--- config.mk ---
export PLATFORM = sky130hd
export DESIGN_NAME = lowest_cost_route_table_core
export DESIGN_NICKNAME = d
export VERILOG_FILES = /design/src/sv/lcrt_pkg.sv /design/src/sv/lcrt_cell.sv /design/src/sv/lowest_cost_route_table_core.sv
export SDC_FILE = /design/constraint.sdc
export NUM_CORES = 1
export LEC_CHECK = 0
export ABC_AREA = 0
export BUFFER_PORTS_ARGS = -buffer_cell sky130_fd_sc_hd__buf_2
export CAP_MARGIN = 25
export CORE_ASPECT_RATIO = 1.4
export CORE_UTILIZATION = 40
export CTS_CLUSTER_SIZE = 25
export DETAILED_ROUTE_END_ITERATION = 10
export PLACE_DENSITY = 0.61
export REMOVE_ABC_BUFFERS = 1
export SLEW_MARGIN = 20
export SYNTH_ARGS = -nofsm -noshare
export SYNTH_HDL_FRONTEND = slang
export SYNTH_SLANG_ARGS = --single-unit
--- constraint.sdc ---
create_clock -name clk_i -period 24.2 [get_ports clk_i]
set_input_delay 4.84 -clock clk_i [delete_from_list [all_inputs] [get_ports clk_i]]
set_output_delay 4.84 -clock clk_i [all_outputs]
set_load 0.05 [all_outputs]
--- src/sv/lcrt_pkg.sv ---
// Shared types and opcode constants for the lowest-cost route table.
`timescale 1ns / 1ps
`default_nettype none

package lcrt_pkg;

  localparam int unsigned KIND_W = 8;
  localparam int unsigned OP_W   = 2;

  localparam logic [OP_W-1:0] OP_INSERT   = 2'd0;
  localparam logic [OP_W-1:0] OP_CLEAR    = 2'd1;
  localparam logic [OP_W-1:0] OP_READ     = 2'd2;
  localparam logic [OP_W-1:0] OP_CONTAINS = 2'd3;

  // Control broadcast from the sequencer to every cell.
  typedef struct packed {
    logic cmp_en;    // latch compare flags against the incoming item
    logic shift_en;  // apply the insert to the row
    logic ins_ok;    // the new route finds a place below the limit
  } lcrt_ctl_t;

  // Chain passed from a cell to its right-hand neighbor.
  typedef struct packed {
    logic after_m;   // a matching entry sits at or left of this cell
    logic r_le;      // compacted entry here costs no more than the new route
  } lcrt_link_t;

  // Per-cell flags gathered by the sequencer.
  typedef struct packed {
    logic match_lt;  // matching entry is strictly cheaper than the new route
    logic hit;       // live entry holds the looked-up value
  } lcrt_stat_t;

endpackage

`default_nettype wire

--- src/sv/lcrt_cell.sv ---
// One slot of the route row: holds a route, compares it, and shifts with its neighbors.
`timescale 1ns / 1ps
`default_nettype none

module lcrt_cell import lcrt_pkg::*; #(
  parameter int unsigned COST_BITS  = 32,
  parameter int unsigned VALUE_BITS = 32
) (
  input  wire                        clk_i,
  input  lcrt_ctl_t                  ctl_i,
  input  wire                        live_i,
  input  wire        [COST_BITS-1:0] cmp_cost_i,
  input  wire       [VALUE_BITS-1:0] cmp_value_i,
  input  wire           [KIND_W-1:0] cmp_kind_i,
  input  wire        [COST_BITS-1:0] new_cost_i,
  input  wire       [VALUE_BITS-1:0] new_value_i,
  input  wire           [KIND_W-1:0] new_kind_i,
  input  wire        [COST_BITS-1:0] left_cost_i,
  input  wire       [VALUE_BITS-1:0] left_value_i,
  input  wire           [KIND_W-1:0] left_kind_i,
  input  wire        [COST_BITS-1:0] right_cost_i,
  input  wire       [VALUE_BITS-1:0] right_value_i,
  input  wire           [KIND_W-1:0] right_kind_i,
  input  wire                        le_right_i,
  output logic                       le_o,
  input  lcrt_link_t                 link_i,
  output lcrt_link_t                 link_o,
  output lcrt_stat_t                 stat_o,
  output logic       [COST_BITS-1:0] cost_o,
  output logic      [VALUE_BITS-1:0] value_o,
  output logic          [KIND_W-1:0] kind_o
);

  logic  [COST_BITS-1:0] cost_q, cost_d;
  logic [VALUE_BITS-1:0] value_q, value_d;
  logic     [KIND_W-1:0] kind_q, kind_d;
  logic                  le_q, match_q, lt_q, hit_q;
  logic                  after_m, r_le, at_pos;

  always_ff @(posedge clk_i) begin
    if (ctl_i.cmp_en) begin
      le_q    <= live_i && (cost_q <= cmp_cost_i);
      match_q <= live_i && (value_q == cmp_value_i) && (kind_q == cmp_kind_i);
      lt_q    <= cost_q < cmp_cost_i;
      hit_q   <= live_i && (value_q == cmp_value_i);
    end
  end

  // Position in the row after the matching entry is taken out.
  assign after_m = link_i.after_m | match_q;
  assign r_le    = after_m ? le_right_i : le_q;
  assign at_pos  = link_i.r_le & ~r_le;

  always_comb begin
    cost_d  = cost_q;
    value_d = value_q;
    kind_d  = kind_q;
    if (ctl_i.shift_en) begin
      if (ctl_i.ins_ok && !r_le && at_pos) begin
        cost_d  = new_cost_i;
        value_d = new_value_i;
        kind_d  = new_kind_i;
      end else if (ctl_i.ins_ok && !r_le) begin
        if (!link_i.after_m) begin
          cost_d  = left_cost_i;
          value_d = left_value_i;
          kind_d  = left_kind_i;
        end
      end else if (after_m) begin
        cost_d  = right_cost_i;
        value_d = right_value_i;
        kind_d  = right_kind_i;
      end
    end
  end

  always_ff @(posedge clk_i) begin
    cost_q  <= cost_d;
    value_q <= value_d;
    kind_q  <= kind_d;
  end

  assign le_o           = le_q;
  assign link_o.after_m = after_m;
  assign link_o.r_le    = r_le;
  assign stat_o.match_lt = match_q & lt_q;
  assign stat_o.hit      = hit_q;
  assign cost_o  = cost_q;
  assign value_o = value_q;
  assign kind_o  = kind_q;

endmodule

`default_nettype wire

--- src/sv/lowest_cost_route_table_core.sv ---
// Top level of the lowest-cost route table: sequencer, row of route cells, result register.
//
// Input channel: in_valid_i / in_stall_o carries one command (insert, clear,
// read at slot_index_i, contains route_value_i). A transfer happens when valid
// is high and stall is low. Output channel: out_valid_o / out_stall_i carries
// one result per command, in order.
// Each command goes through a compare step and an update step: in the transfer
// cycle every cell compares its route against the item and latches flags; in
// the update state the sequencer settles the drop/insert decision and all cells
// shift, load or hold together while the result is written to the output
// register. The update waits while a result is held under out_stall_i, and a
// new command is taken once the block has returned to idle.
// A result waiting under out_stall_i does not block the next transfer; that
// command then holds in its update cycle until the output register frees.
// cfg_we_i / cfg_wdata_i set the table limit (0 acts as 1, above SLOTS as
// SLOTS); write it only while idle. Reset empties the table and sets the
// limit to SLOTS; the route storage itself is not cleared.
`timescale 1ns / 1ps
`default_nettype none

module lowest_cost_route_table_core import lcrt_pkg::*; #(
  parameter int unsigned SLOTS      = 4,
  parameter int unsigned COST_BITS  = 32,
  parameter int unsigned VALUE_BITS = 32,
  localparam int unsigned CNT_W     = $clog2(SLOTS + 1),
  localparam int unsigned IDX_W     = (SLOTS > 1) ? $clog2(SLOTS) : 1
) (
  input  wire                   clk_i,
  input  wire                   rst_ni,
  input  wire                   cfg_we_i,
  input  wire       [CNT_W-1:0] cfg_wdata_i,
  input  wire                   in_valid_i,
  output logic                  in_stall_o,
  input  wire        [OP_W-1:0] opcode_i,
  input  wire   [COST_BITS-1:0] route_cost_i,
  input  wire  [VALUE_BITS-1:0] route_value_i,
  input  wire      [KIND_W-1:0] route_kind_i,
  input  wire       [IDX_W-1:0] slot_index_i,
  output logic                  out_valid_o,
  input  wire                   out_stall_i,
  output logic      [CNT_W-1:0] entry_count_o,
  output logic                  accepted_o,
  output logic                  value_found_o,
  output logic                  entry_valid_o,
  output logic  [COST_BITS-1:0] entry_cost_o,
  output logic [VALUE_BITS-1:0] entry_value_o,
  output logic     [KIND_W-1:0] entry_kind_o
);

  localparam logic ST_IDLE   = 1'b0;
  localparam logic ST_UPDATE = 1'b1;

  function automatic logic [CNT_W-1:0] clamp_lim(input logic [CNT_W-1:0] v);
    logic [CNT_W-1:0] r;
    r = v;
    if (v == '0) r = CNT_W'(1);
    else if (v > CNT_W'(SLOTS)) r = CNT_W'(SLOTS);
    return r;
  endfunction

  // Control state.
  logic             state_q, state_d;
  logic [CNT_W-1:0] count_q, count_d;
  logic [CNT_W-1:0] slots_q;
  logic             out_valid_q;

  // Command held for the update cycle.
  logic       [OP_W-1:0] op_q;
  logic  [COST_BITS-1:0] cost_q;
  logic [VALUE_BITS-1:0] value_q;
  logic     [KIND_W-1:0] kind_q;
  logic      [IDX_W-1:0] idx_q;

  // Result register.
  logic      [CNT_W-1:0] res_count_q;
  logic                  res_acc_q, res_found_q, res_valid_q;
  logic  [COST_BITS-1:0] res_cost_q;
  logic [VALUE_BITS-1:0] res_value_q;
  logic     [KIND_W-1:0] res_kind_q;

  // Row wiring.
  lcrt_ctl_t             ctl;
  lcrt_link_t            link_v [SLOTS+1];
  lcrt_stat_t            stat_v [SLOTS];
  logic      [SLOTS:0]   le_v;
  logic    [SLOTS-1:0]   live_v, rle_v, mlt_v, hit_v;
  logic  [COST_BITS-1:0] cost_v  [SLOTS];
  logic [VALUE_BITS-1:0] value_v [SLOTS];
  logic     [KIND_W-1:0] kind_v  [SLOTS];

  logic             accept, fire;
  logic [CNT_W-1:0] lim, lim_m1, lim_w, cnt1, capped;
  logic             has_m, drop, ins_ok, rd_ok;

  assign accept = in_valid_i && !in_stall_o;
  assign fire   = (state_q == ST_UPDATE) && (!out_valid_q || !out_stall_i);
  assign lim    = clamp_lim(slots_q);
  assign lim_m1 = lim - CNT_W'(1);
  assign lim_w  = clamp_lim(cfg_wdata_i);

  assign link_v[0] = '{after_m: 1'b0, r_le: 1'b1};
  assign le_v[SLOTS] = 1'b0;

  for (genvar i = 0; i < SLOTS; i++) begin : g_cell
    localparam int unsigned LI = (i == 0) ? 0 : i - 1;
    localparam int unsigned RI = (i == SLOTS - 1) ? i : i + 1;

    assign live_v[i] = count_q > CNT_W'(i);
    assign rle_v[i]  = link_v[i+1].r_le;
    assign mlt_v[i]  = stat_v[i].match_lt;
    assign hit_v[i]  = stat_v[i].hit;

    lcrt_cell #(
      .COST_BITS  (COST_BITS),
      .VALUE_BITS (VALUE_BITS)
    ) u_cell (
      .clk_i         (clk_i),
      .ctl_i         (ctl),
      .live_i        (live_v[i]),
      .cmp_cost_i    (route_cost_i),
      .cmp_value_i   (route_value_i),
      .cmp_kind_i    (route_kind_i),
      .new_cost_i    (cost_q),
      .new_value_i   (value_q),
      .new_kind_i    (kind_q),
      .left_cost_i   (cost_v[LI]),
      .left_value_i  (value_v[LI]),
      .left_kind_i   (kind_v[LI]),
      .right_cost_i  (cost_v[RI]),
      .right_value_i (value_v[RI]),
      .right_kind_i  (kind_v[RI]),
      .le_right_i    (le_v[i+1]),
      .le_o          (le_v[i]),
      .link_i        (link_v[i]),
      .link_o        (link_v[i+1]),
      .stat_o        (stat_v[i]),
      .cost_o        (cost_v[i]),
      .value_o       (value_v[i]),
      .kind_o        (kind_v[i])
    );
  end

  // Insert decision: drop on zero value or a strictly cheaper duplicate;
  // otherwise the duplicate leaves and the new route goes in if it finds a place below the limit.
  assign has_m  = link_v[SLOTS].after_m;
  assign drop   = (value_q == '0) || (|mlt_v);
  assign ins_ok = !rle_v[lim_m1[IDX_W-1:0]];
  assign cnt1   = count_q - CNT_W'(has_m);
  assign capped = (cnt1 >= lim) ? lim_m1 : cnt1;
  assign rd_ok  = CNT_W'(idx_q) < count_q;

  assign ctl.cmp_en   = accept;
  assign ctl.shift_en = fire && (op_q == OP_INSERT) && !drop;
  assign ctl.ins_ok   = ins_ok;

  always_comb begin
    count_d = count_q;
    case (op_q)
      OP_INSERT: begin
        if (!drop) count_d = ins_ok ? capped + CNT_W'(1) : cnt1;
      end
      OP_CLEAR:  count_d = '0;
      default:   count_d = count_q;
    endcase
  end

  always_comb begin
    state_d = state_q;
    case (state_q)
      ST_IDLE:   if (accept) state_d = ST_UPDATE;
      ST_UPDATE: if (fire) state_d = ST_IDLE;
      default:   state_d = ST_IDLE;
    endcase
  end

  always_ff @(posedge clk_i or negedge rst_ni) begin
    if (!rst_ni) begin
      state_q     <= ST_IDLE;
      count_q     <= '0;
      slots_q     <= CNT_W'(SLOTS);
      out_valid_q <= 1'b0;
    end else begin
      state_q <= state_d;
      if (fire) begin
        count_q <= count_d;
      end else if (cfg_we_i) begin
        // Lowering the limit drops the costliest routes.
        slots_q <= cfg_wdata_i;
        if (count_q > lim_w) count_q <= lim_w;
      end
      if (fire) out_valid_q <= 1'b1;
      else if (!out_stall_i) out_valid_q <= 1'b0;
    end
  end

  // Hold the command for the update cycle.
  always_ff @(posedge clk_i) begin
    if (accept) begin
      op_q    <= opcode_i;
      cost_q  <= route_cost_i;
      value_q <= route_value_i;
      kind_q  <= route_kind_i;
      idx_q   <= slot_index_i;
    end
  end

  always_ff @(posedge clk_i) begin
    if (fire) begin
      res_count_q <= count_d;
      res_acc_q   <= (op_q == OP_INSERT) && !drop && ins_ok;
      res_found_q <= (op_q == OP_CONTAINS) && (value_q != '0) && (|hit_v);
      res_valid_q <= (op_q == OP_READ) && rd_ok;
      if ((op_q == OP_READ) && rd_ok) begin
        res_cost_q  <= cost_v[idx_q];
        res_value_q <= value_v[idx_q];
        res_kind_q  <= kind_v[idx_q];
      end else begin
        res_cost_q  <= '0;
        res_value_q <= '0;
        res_kind_q  <= '0;
      end
    end
  end

  assign in_stall_o    = (state_q != ST_IDLE);
  assign out_valid_o   = out_valid_q;
  assign entry_count_o = res_count_q;
  assign accepted_o    = res_acc_q;
  assign value_found_o = res_found_q;
  assign entry_valid_o = res_valid_q;
  assign entry_cost_o  = res_cost_q;
  assign entry_value_o = res_value_q;
  assign entry_kind_o  = res_kind_q;

endmodule

`default_nettype wire

==> results of run 1 <==
## cells in the final DEF (no fill, tap or decap), types with 3 or more instances in the layout
| cell type | Yosys | final |
|---|---|---|
| a211oi_1 | 146 | 146 |
| a21o_1 | 32 | 32 |
| a21oi_1 | 328 | 328 |
| a221oi_1 | 4 | 4 |
| a31oi_1 | 3 | 3 |
| and3_1 | 7 | 6 |
| and4_1 | 4 | 4 |
| buf_2 | 31 | 163 |
| buf_4 | 7 | 28 |
| bufinv_16 | 0 | 5 |
| clkbuf_1 | 83 | 6 |
| clkbuf_16 | 0 | 49 |
| clkinv_1 | 0 | 16 |
| clkinv_2 | 0 | 8 |
| dfrtp_1 | 7 | 7 |
| edfxtp_1 | 458 | 458 |
| ha_1 | 138 | 138 |
| inv_1 | 53 | 52 |
| mux2i_1 | 224 | 224 |
| mux4_2 | 73 | 73 |
| nand2_1 | 33 | 31 |
| nand2b_1 | 7 | 7 |
| nand3_1 | 15 | 15 |
| nand4_1 | 34 | 34 |
| nor2_1 | 311 | 308 |
| nor2_4 | 0 | 3 |
| nor2b_1 | 82 | 81 |
| nor3_1 | 11 | 11 |
| nor4_1 | 49 | 49 |
| o211ai_1 | 6 | 6 |
| o21a_1 | 9 | 9 |
| o21ai_0 | 21 | 21 |
| or2_2 | 3 | 3 |
| xnor2_1 | 25 | 25 |
| xor2_1 | 138 | 138 |
## flip-flops by register name, indices dropped and copies added, names as in the netlist, 8 cells and up
register	flops
entry_value_o	32
entry_cost_o	32
g_cell.u_cell.cost_o	128
entry_kind_o	8
g_cell.u_cell.value_o	128
kind_q	8
cost_q	32
value_q	32
g_cell.u_cell.kind_o	32
## worst paths after layout
| check | from | slack [ps] | endpoint | cells past startpoint |
|---|---|---|---|---|
| min in group asynchronous | rst_ni | 4070 | out_valid_o | 1 |
| max | out_stall_i | 16570 | g_cell[2].u_cell.value_o[10] | 6 |
| max in group asynchronous | rst_ni | 19870 | slots_q[2] | 1 |
| min | slots_q[2] | 530 | slots_q[2] | 2 |
| max reg2reg | g_cell[0].u_cell.match_q | 19370 | g_cell[2].u_cell.value_o[10] | 8 |
| min reg2reg | slots_q[2] | 530 | slots_q[2] | 2 |
## per-layer routing
metal	global-route usage, %	up-vias	part of all wire, %
met3	3.364	158	6.0
met4	7.947	16	3.1
met1	31.42	10190	42
met2	40.24	733	49
met5	0	-	0.12
li1	-	9338	-
## report_power, final
group          switching, mW  internal (mW)
clock                  0.334          0.423
sequential            0.0442           1.01
combinational          0.537          0.245
## cells by family (layout without fill, tap and decap cells)
logic type                 Yosys count  count (layout)  share of synthesized area (%)
DFF                                466             466                          49.94
muxes                              301             301                          14.07
other                                0               2                              0
adders and majority gates          139             139                          6.216
and+or+nand+nor                    563             563                          9.484
buffers and inverters              196             335                          2.866
AOI/OAI and AO/OA                  570             570                          12.31
xor gates and xnor gates           163             163                          5.109
## metrics by stage
stage	total power, mW	hold WS [ps]	std cells	setup WS [ps]	utilization, %
after detailed placement	1.839	495.3	3374	15950	42.88
after global placement	1.816	470.0	3374	15970	42.88
final	2.589	534.6	3467	16570	45.19
after global routing	2.703	549.6	3467	16410	45.19
after floorplan	1.626	449.8	2255	10450	-
after CTS	2.594	517.0	3462	16590	45.10
## tightest hold or removal path, cell delays in order (launching register included)
cell and delay (ps):
dfstp_2 400, nand2_1 50, o21ai_0 70
## synth_stat cells, types with 31 or more instances
| master | n |
|---|---|
| nand2_1 | 33 |
| ha_1 | 138 |
| edfxtp_1 | 458 |
| inv_1 | 53 |
| nand4_1 | 34 |
| xor2_1 | 138 |
| a21oi_1 | 328 |
| mux2i_1 | 224 |
| buf_2 | 31 |
| a211oi_1 | 146 |
| nor2b_1 | 82 |
| mux4_2 | 73 |
| nor4_1 | 49 |
| nor2_1 | 311 |
| clkbuf_1 | 83 |
| a21o_1 | 32 |
## layout make-up
type / count / area, µm²
clock buffer: 55 / 1249
clock inverter: 33 / 282.8
antenna: 2 / 5.005
inverter: 53 / 201.4
sequential: 466 / 13950
multi-input combinational: 1736 / 13260
fill: 6406 / 37840
tap: 928 / 1161
timing repair buffer: 194 / 1084
==> results by group, run 1 <==
Status
  – Run status: complete, no violations

Setup path
  – Arr. time, crit path: 7850 ps
  – WP data required: 24420 ps
  – Crit-path max FO: 66
  – Largest delay contributor family on the critical path: buffers and inverters
  – Crit path cell chain: buf_2, nand2_1, nand2_1, nor2_4, buf_4, buf_4
  – Worst setup SP type: input port
  – CP peak stage delay: 900 ps
  – Buf/Inv on CP: 3
  – Worst Setup End Kind: flip-flop
  – Max stage delay cell, worst path: buf_4
  – WS Path Type: input port to flip-flop

Floorplan
  – Die height: 314.7 µm
  – Row count: 114
  – I/O pins: 164
  – Initial core utilization: 40.47%
  – DIE WIDTH: 225.4 µm
  – Die area: 70930 µm²
  – Core Box Area: 69040 µm²

STA
  – Max-slew violation count: 0
  – Post-layout min period: 7631 ps
  – Max Clock Skew: 17.76 ps
  – RSZ-0062 raised after global routing: false
  – Fin. Hold Viols: 0
  – Slew @ Worst Pin: 1081 ps
  – Final TNS setup: 0 ps
  – Final setup violation count: 0
  – FMAX: 131.0 MHz
  – Max-slew headroom: 27.97%
  – Tcrit/Tclk final: 31.54%

Clock tree
  – Clk root buf: clkbuf_16
  – H-tree levels: 2
  – CTS clock-pin slew for the worst setup and hold paths: 60 ps
  – Post-CTS Hold Fix Bufs: 0
  – Post-CTS sizing: 0
  – Clock Sinks: 466
  – Maximum buffer depth of the clock tree: 3
  – Total clock buffers created by CTS: 49
  – CTS tree: built
  – Worst skew pair latency: 610 ps
  – Post-CTS setup buffers: 0

Final layout
  – Final Net Count: 2722
  – Share of cells above drive strength 1: 13.95%
  – Post-route cell area: 31200 µm²
  – Syn-to-layout area delta: 11.65%

Logic synthesis
  – Post-synth ARST share: 1.717%
  – Cell Area, Synth: 27940 µm²
  – Seq cells post-synth: 466
  – Synth Instances: 2398
  – Yosys cell types: 56
  – Share of the synthesized area in the top cell type: 49.22%
  – Seq/Total Area, Yosys: 49.94%
  – Yosys top cell by area: edfxtp_1
  – Top cells by area, synth: edfxtp_1 49%, mux2i_1 8.0%, ha_1 6.2%, mux4_2 5.9%, a21oi_1 5.9%
  – Average cell area after synthesis: 11.65 µm²
  – Most used DFF post-synth: edfxtp_1
  – Post-synth EDFFs: 458
  – YS warnings: 0

Placed design
  – DP HPWL: 54030 µm
  – Area after DPL: 29600 µm²
  – RePlAce Congestion: 0.8881
  – Buffers on Ports: 163

Hold path
  – Min-Delay Path Class: flip-flop to flip-flop

Detailed routing
  – DR vias: 20430
  – Post-route ant nets: 0
  – Post-route DRC: 0
  – Final WL: 85110 µm
  – First-pass DRT Iterations: 6
  – Vias per cell: 5.893
  – WL per Instance: 24.55 µm
  – DRT iter0 DRCs: 1798

Global route
  – Overall routing resource usage: 23.86%
  – Global-route wire length before repair: 127300 µm
  – Grt ovf: 0
  – Antenna violations before repair: 11
  – Vias in the first global route: 20240
  – Largest net degree at the start of global routing: 82

Pwr
  – Max VDD drop: 68.36 µV
  – Leak: 11.31 nW
  – PwrDens: 82.98 nW/µm²

Run
  – Max Cap Viol: 0
Power figures use the tool's default switching activity.
==> run 2: changes to the inputs <==
Settings changed: PLACE_DENSITY 0.61 to 0.63.
Clock period 24.2 ns to 6.98 ns, I/O delays scaled along.
==> results by group, run 2 (synthesized netlist as in run 1, its figures left out) <==
Status
  – Run status: complete, no violations (unchanged)

Clock tree
  – Total clock buffers created by CTS: 47 (was 49)
  – Post-CTS setup buffers: 0 (unchanged)
  – Clock Sinks: 466 (unchanged)
  – Post-CTS sizing: 0 (unchanged)
  – Post-CTS Hold Fix Bufs: 0 (unchanged)
  – Clk root buf: clkbuf_16 (unchanged)
  – CTS clock-pin slew for the worst setup and hold paths: 60 ps (about the same)
  – Worst skew pair latency: 610 ps (about the same)
  – H-tree levels: 2 (unchanged)
  – Maximum buffer depth of the clock tree: 3 (unchanged)
  – CTS tree: built (unchanged)

Final layout
  – Post-route cell area: 31230 µm² (was 31200 µm²)
  – Final Core Density: 45.24% (was 45.19%)
  – Share of cells above drive strength 1: 14.25% (was 13.95%)
  – Commonest non-fill, non-tap cell in the layout: edfxtp_1 (unchanged)
  – Syn-to-layout area delta: 11.77% (was 11.65%)
  – Commonest non-fill, non-tap cells in the layout: 458 x edfxtp_1, 328 x a21oi_1, 308 x nor2_1, 224 x mux2i_1, 163 x buf_2 (unchanged)
  – Final Net Count: 2721 (was 2722)

Global route
  – Overall routing resource usage: 23.93% (was 23.86%)
  – Grt ovf: 0 (unchanged)
  – Global-route wire length before repair: 128200 µm (was 127300 µm)
  – Largest net degree at the start of global routing: 146 (was 82)
  – Vias in the first global route: 20420 (was 20240)
  – Antenna violations before repair: 7 (was 11)

Hold path
  – Hold Path End: slots_q[0] (was slots_q[2])
  – Min-Delay Path Class: flip-flop to flip-flop (unchanged)
  – Hold_sp: slots_q[0] (was slots_q[2])
  – WHS Path Cells: 2 (unchanged)

Setup path
  – Crit path cell chain: nor3_4, buf_4, mux2i_1, mux2i_1, o21ai_0, nand2_4, buf_4, a211oi_1, a21oi_1 (was buf_2, nand2_1, nand2_1, nor2_4, buf_4, buf_4)
  – CP peak stage delay: 650 ps (was 900 ps)
  – WP data required: 7320 ps (was 24420 ps)
  – Worst Setup End Kind: flip-flop (unchanged)
  – Reg2reg end: g_cell[1].u_cell.cost_o[30] (was g_cell[2].u_cell.value_o[10])
  – Max stage delay cell, worst path: buf_4 (unchanged)
  – R2R cell count: 9 (was 8)
  – Arr. time, crit path: 4490 ps (was 7850 ps)
  – R2r startpoint: g_cell[1].u_cell.match_q (was g_cell[0].u_cell.match_q)
  – WS Path Type: flip-flop to flip-flop (was input port to flip-flop)
  – Worst setup SP type: flip-flop (was input port)
  – Worst R2R Setup Slack: 2830 ps (was 19370 ps)
  – Crit-path max FO: 62 (was 66)

Floorplan
  – Die area: 70930 µm² (unchanged)
  – Die height: 314.7 µm (unchanged)
  – Core Box Area: 69040 µm² (unchanged)
  – Initial core utilization: 40.47% (unchanged)
  – I/O pins: 164 (unchanged)
  – Row count: 114 (unchanged)
  – DIE WIDTH: 225.4 µm (unchanged)

Run
  – Max Cap Viol: 0 (unchanged)

Placed design
  – DP HPWL: 54020 µm (was 54030 µm)
  – Area after DPL: 29680 µm² (was 29600 µm²)
  – RePlAce Congestion: 0.8855 (was 0.8881)
  – Setup WS pre-CTS: 2878 ps (was 15950 ps)
  – Buffers on Ports: 163 (unchanged)

STA
  – Worst Slack Setup Final: 2825 ps (was 16570 ps)
  – Slew @ Worst Pin: 1078 ps (was 1081 ps)
  – Max Clock Skew: 16.44 ps (was 17.76 ps)
  – Post-layout min period: 4155 ps
  – RSZ-0062 raised after global routing: false (unchanged)
  – FMAX: 240.7 MHz
  – Tcrit/Tclk final: 59.52%
  – Final setup violation count: 0 (unchanged)
  – Max-slew headroom: 28.15% (was 27.97%)
  – Worst hold slack: 508.0 ps (was 534.6 ps)
  – Max-slew violation count: 0 (unchanged)
  – Fin. Hold Viols: 0 (unchanged)

Detailed routing
  – DR vias: 20530 (was 20430)
  – Vias per cell: 5.928 (was 5.893)
  – Post-route DRC: 0 (unchanged)
  – WL per Instance: 24.57 µm (was 24.55 µm)
  – Post-route ant nets: 0 (unchanged)
  – DRT iter0 DRCs: 1894 (was 1798)
  – First-pass DRT Iterations: 5 (was 6)
  – Final WL: 85070 µm (was 85110 µm)

Pwr
  – PwrDens: 287.2 nW/µm² (was 82.98 nW/µm²)
  – Max VDD drop: 237.4 µV (was 68.36 µV)
  – Final Total Pwr: 8.970 mW (was 2.589 mW)
  – Leak: 11.33 nW (was 11.31 nW)
run 2: routing by layer:
layer  global-route usage [%]  share of wire (%)  vias to the layer above
met5                        0              0.079                        -
met4                    9.848                3.9                       10
met3                    3.933                7.2                      166
met2                    38.64                 47                      883
met1                    31.90                 42                    10110
li1                         -                  -                     9354
run 2: cell type report:
| type | instances | area [µm²] |
|---|---|---|
| antenna | 1 | 2.502 |
| multi-input combinational | 1736 | 13260 |
| sequential | 466 | 13950 |
| tap | 928 | 1161 |
| timing repair buffer | 195 | 1129 |
| clock inverter | 24 | 225.2 |
| inverter | 53 | 201.4 |
| fill | 6404 | 37810 |
| clock buffer | 60 | 1297 |
run 2: through the flow:
stage	instances	setup TNS [ps]
final	3463	0
after global routing	3463	0
after CTS	3461	0
after detailed placement	3377	0
after global placement	3375	0
after floorplan	2255	-1801870
run 2: where the power goes:
group / switching (mW) / leakage, nW / internal [mW]
combinational: 1.87 / 6.26 / 0.843
sequential: 0.148 / 4.32 / 3.49
clock: 1.16 / 0.745 / 1.46
run 2: worst max-delay path by stage:
stage / from / to / cells after the start
after detailed placement: out_stall_i / g_cell[3].u_cell.cost_o[31] / 7
after global placement: out_stall_i / g_cell[3].u_cell.cost_o[30] / 7
final: g_cell[1].u_cell.match_q / g_cell[1].u_cell.cost_o[30] / 9
after global routing: g_cell[1].u_cell.match_q / g_cell[1].u_cell.cost_o[30] / 9
after floorplan: g_cell[0].u_cell.match_q / g_cell[2].u_cell.cost_o[0] / 4
after CTS: g_cell[1].u_cell.match_q / g_cell[0].u_cell.value_o[12] / 7
run 2: worst max-delay path: cells and delay by family, from the launching register on:
| kind | cells | cell delay [ps] |
|---|---|---|
| AOI/OAI and AO/OA | 3 | 720 |
| buffers and inverters | 2 | 1170 |
| DFF | 1 | 490 |
| muxes | 2 | 690 |
| and+or+nand+nor | 2 | 740 |
==> run 3: changes to the inputs <==
Clock period 6.98 ns to 3.7 ns, I/O delays scaled along.
==> results by group, run 3 (synthesized netlist as in run 1, its figures left out) <==
Final layout
  – Commonest non-fill, non-tap cell in the layout: edfxtp_1 (unchanged)
  – Post-route cell area: 31570 µm² (was 31230 µm²)
  – Cell Count, Final, Fillers Out: 3487 (was 3463)
  – Syn-to-layout area delta: 12.98% (was 11.77%)
  – Multi-input gate area: 13260 µm² (unchanged)
  – Commonest non-fill, non-tap cells in the layout: 458 x edfxtp_1, 328 x a21oi_1, 308 x nor2_1, 224 x mux2i_1, 163 x buf_2 (unchanged)
  – Fillers: 6393 (was 6404)
  – Reg area: 13950 µm² (unchanged)
  – Final Net Count: 2737 (was 2721)
  – Share of cells above drive strength 1: 14.53% (was 14.25%)
  – Final Core Density: 45.72% (was 45.24%)

Detailed routing
  – DRT iter0 DRCs: 1968 (was 1894)
  – WL per Instance: 24.85 µm (was 24.57 µm)
  – Post-route DRC: 0 (unchanged)
  – DR vias: 20890 (was 20530)
  – Final WL: 86670 µm (was 85070 µm)
  – Vias per cell: 5.991 (was 5.928)
  – First-pass DRT Iterations: 6 (was 5)
  – Post-route ant nets: 0 (unchanged)

Clock tree
  – Maximum buffer depth of the clock tree: 3 (unchanged)
  – CTS tree: built (unchanged)
  – Total clock buffers created by CTS: 48 (was 47)
  – Clock Sinks: 466 (unchanged)
  – CTS clock-pin slew for the worst setup and hold paths: 70 ps (was 60 ps)
  – Worst skew pair latency: 620 ps (was 610 ps)
  – H-tree levels: 2 (unchanged)
  – Clk root buf: clkbuf_16 (unchanged)

Global route
  – Vias in the first global route: 20910 (was 20420)
  – Global-route wire length before repair: 130900 µm (was 128200 µm)
  – Largest net degree at the start of global routing: 145 (was 146)
  – Overall routing resource usage: 24.41% (was 23.93%)
  – Grt ovf: 0 (unchanged)
  – Antenna violations before repair: 11 (was 7)

Floorplan
  – Row count: 114 (unchanged)
  – Initial core utilization: 40.47% (unchanged)
  – DIE WIDTH: 225.4 µm (unchanged)
  – Core Box Area: 69040 µm² (unchanged)
  – Die area: 70930 µm² (unchanged)
  – Die height: 314.7 µm (unchanged)
  – I/O pins: 164 (unchanged)

Pwr
  – Switching share of total power: 35.40% (was 35.45%)
  – Final Total Pwr: 17.17 mW (was 8.970 mW)
  – Sequential cell fraction of total power: 39.8% (was 40.5%)
  – Combinational Power Share: 31.2% (was 30.3%)
  – NetSw: 6.080 mW (was 3.180 mW)
  – Clock power frac: 28.9% (was 29.2%)
  – Max VDD drop: 419.5 µV (was 237.4 µV)
  – Pint: 11.09 mW (was 5.790 mW)
  – PwrDens: 544.0 nW/µm² (was 287.2 nW/µm²)
  – Leak: 11.48 nW (was 11.33 nW)

Run
  – Max Cap Viol: 0 (unchanged)

STA
  – Max Clock Skew: 28.16 ps (was 16.44 ps)
  – Slew @ Worst Pin: 1017 ps (was 1078 ps)
  – Final setup violation count: 0 (unchanged)
  – RSZ-0062 raised after global routing: false (unchanged)
  – Max-slew violation count: 0 (unchanged)
  – Fin. Hold Viols: 0 (unchanged)
  – Post-layout min period: 3519 ps (was 4155 ps)
  – FMAX: 284.1 MHz (was 240.7 MHz)
  – Max-slew headroom: 32.17% (was 28.15%)
  – Worst Slack Setup Final: 180.6 ps (was 2825 ps)
  – Worst hold slack: 314.1 ps (was 508.0 ps)
  – Final TNS setup: 0 ps (unchanged)
  – Tcrit/Tclk final: 95.12% (was 59.52%)

Placed design
  – RePlAce Congestion: 0.8970 (was 0.8855)
  – Placed Cells: 3391 (was 3377)
  – Area after DPL: 29970 µm² (was 29680 µm²)
  – Setup WS pre-CTS: 72.67 ps (was 2878 ps)
  – DP HPWL: 55470 µm (was 54020 µm)
  – Buffers on Ports: 163 (unchanged)

Setup path
  – WS Path Type: flip-flop to flip-flop (unchanged)
  – WP data required: 4040 ps (was 7320 ps)
  – Worst R2R Setup Slack: 180 ps (was 2830 ps)
  – Worst Setup End Kind: flip-flop (unchanged)
  – CP dominant cell by count: mux2i_1
  – Worst setup SP type: flip-flop (unchanged)
  – CP peak stage delay: 550 ps (was 650 ps)
  – Crit-path max FO: 41 (was 62)
  – Crit path cell chain: nor3_4, buf_6, mux2i_1, mux2i_1, o21ai_0, nand2_4, buf_4, a211oi_1, a21oi_1 (was nor3_4, buf_4, mux2i_1, mux2i_1, o21ai_0, nand2_4, buf_4, a211oi_1, a21oi_1)
  – Max stage delay cell, worst path: buf_6 (was buf_4)
  – Arr. time, crit path: 3860 ps (was 4490 ps)

Status
  – Run status: complete, no violations (unchanged)

Hold path
  – Min-Delay Path Class: input port to flip-flop (was flip-flop to flip-flop)
==> run 3: cell count changes in the layout (fill, tap and decap cells not counted), moves of 2 or more <==
cell | previous run | this run
buf_12 | 1 | 19
clkinv_1 | 4 | 8
clkbuf_8 | 3 | 1
clkinv_2 | 12 | 10
buf_16 | 3 | 1
diode_2 | 1 | 6
clkinvlp_4 | 4 | 1
buf_4 | 28 | 25
clkbuf_1 | 8 | 12
==> run 3: per-layer routing <==
layer,track usage (%),up-vias,share of wire (%)
met3,3.681,204,7.6
met4,10.42,10,4.1
met2,39.93,992,47
li1,-,9365,-
met1,32.14,10320,41
met5,0,-,0.074
==> run 3: power by group through the flow <==
stage	Clock, mW	Sequential (mW)	Combinational (mW)
after floorplan	0	7.40	3.23
after global placement	0	6.94	5.20
after detailed placement	0	6.94	5.32
after CTS	5.05	6.84	5.34
after global routing	5.21	6.88	5.80
final	4.97	6.84	5.37
==> run 3: final cells by class <==
class	count	share of cell area [%]
sequential	466	44.21
inverter	53	0.6382
multi-input combinational	1736	42.00
clock inverter	25	0.7372
timing repair buffer	210	4.538
tap	928	3.678
clock buffer	63	4.150
antenna	6	0.04756
==> run 3: critical path: cells and delay by family, from the launching register on <==
kind / cells / cell delay, ps
buffers and inverters: 2 / 880
AND/OR/NAND/NOR: 2 / 480
multiplexers: 2 / 660
AO/OA/AOI/OAI: 3 / 680
flip-flops: 1 / 510
==> run 3: final timing paths <==
path	from	endpoint	cells past startpoint
max	g_cell[1].u_cell.match_q	g_cell[1].u_cell.cost_o[16]	9
min	route_cost_i[22]	cost_q[22]	1
max reg2reg	g_cell[1].u_cell.match_q	g_cell[1].u_cell.cost_o[16]	9
min reg2reg	slots_q[0]	slots_q[0]	2
max in group asynchronous	rst_ni	slots_q[2]	2
min in group asynchronous	rst_ni	out_valid_o	2
==> run 3: timing repair <==
action	in CTS	in global routing
setup buffers	0	0
hold endpoints to repair	7	0
hold buffers	1	0
gates resized for setup	0	2
endpoints found under the setup margin	0	133
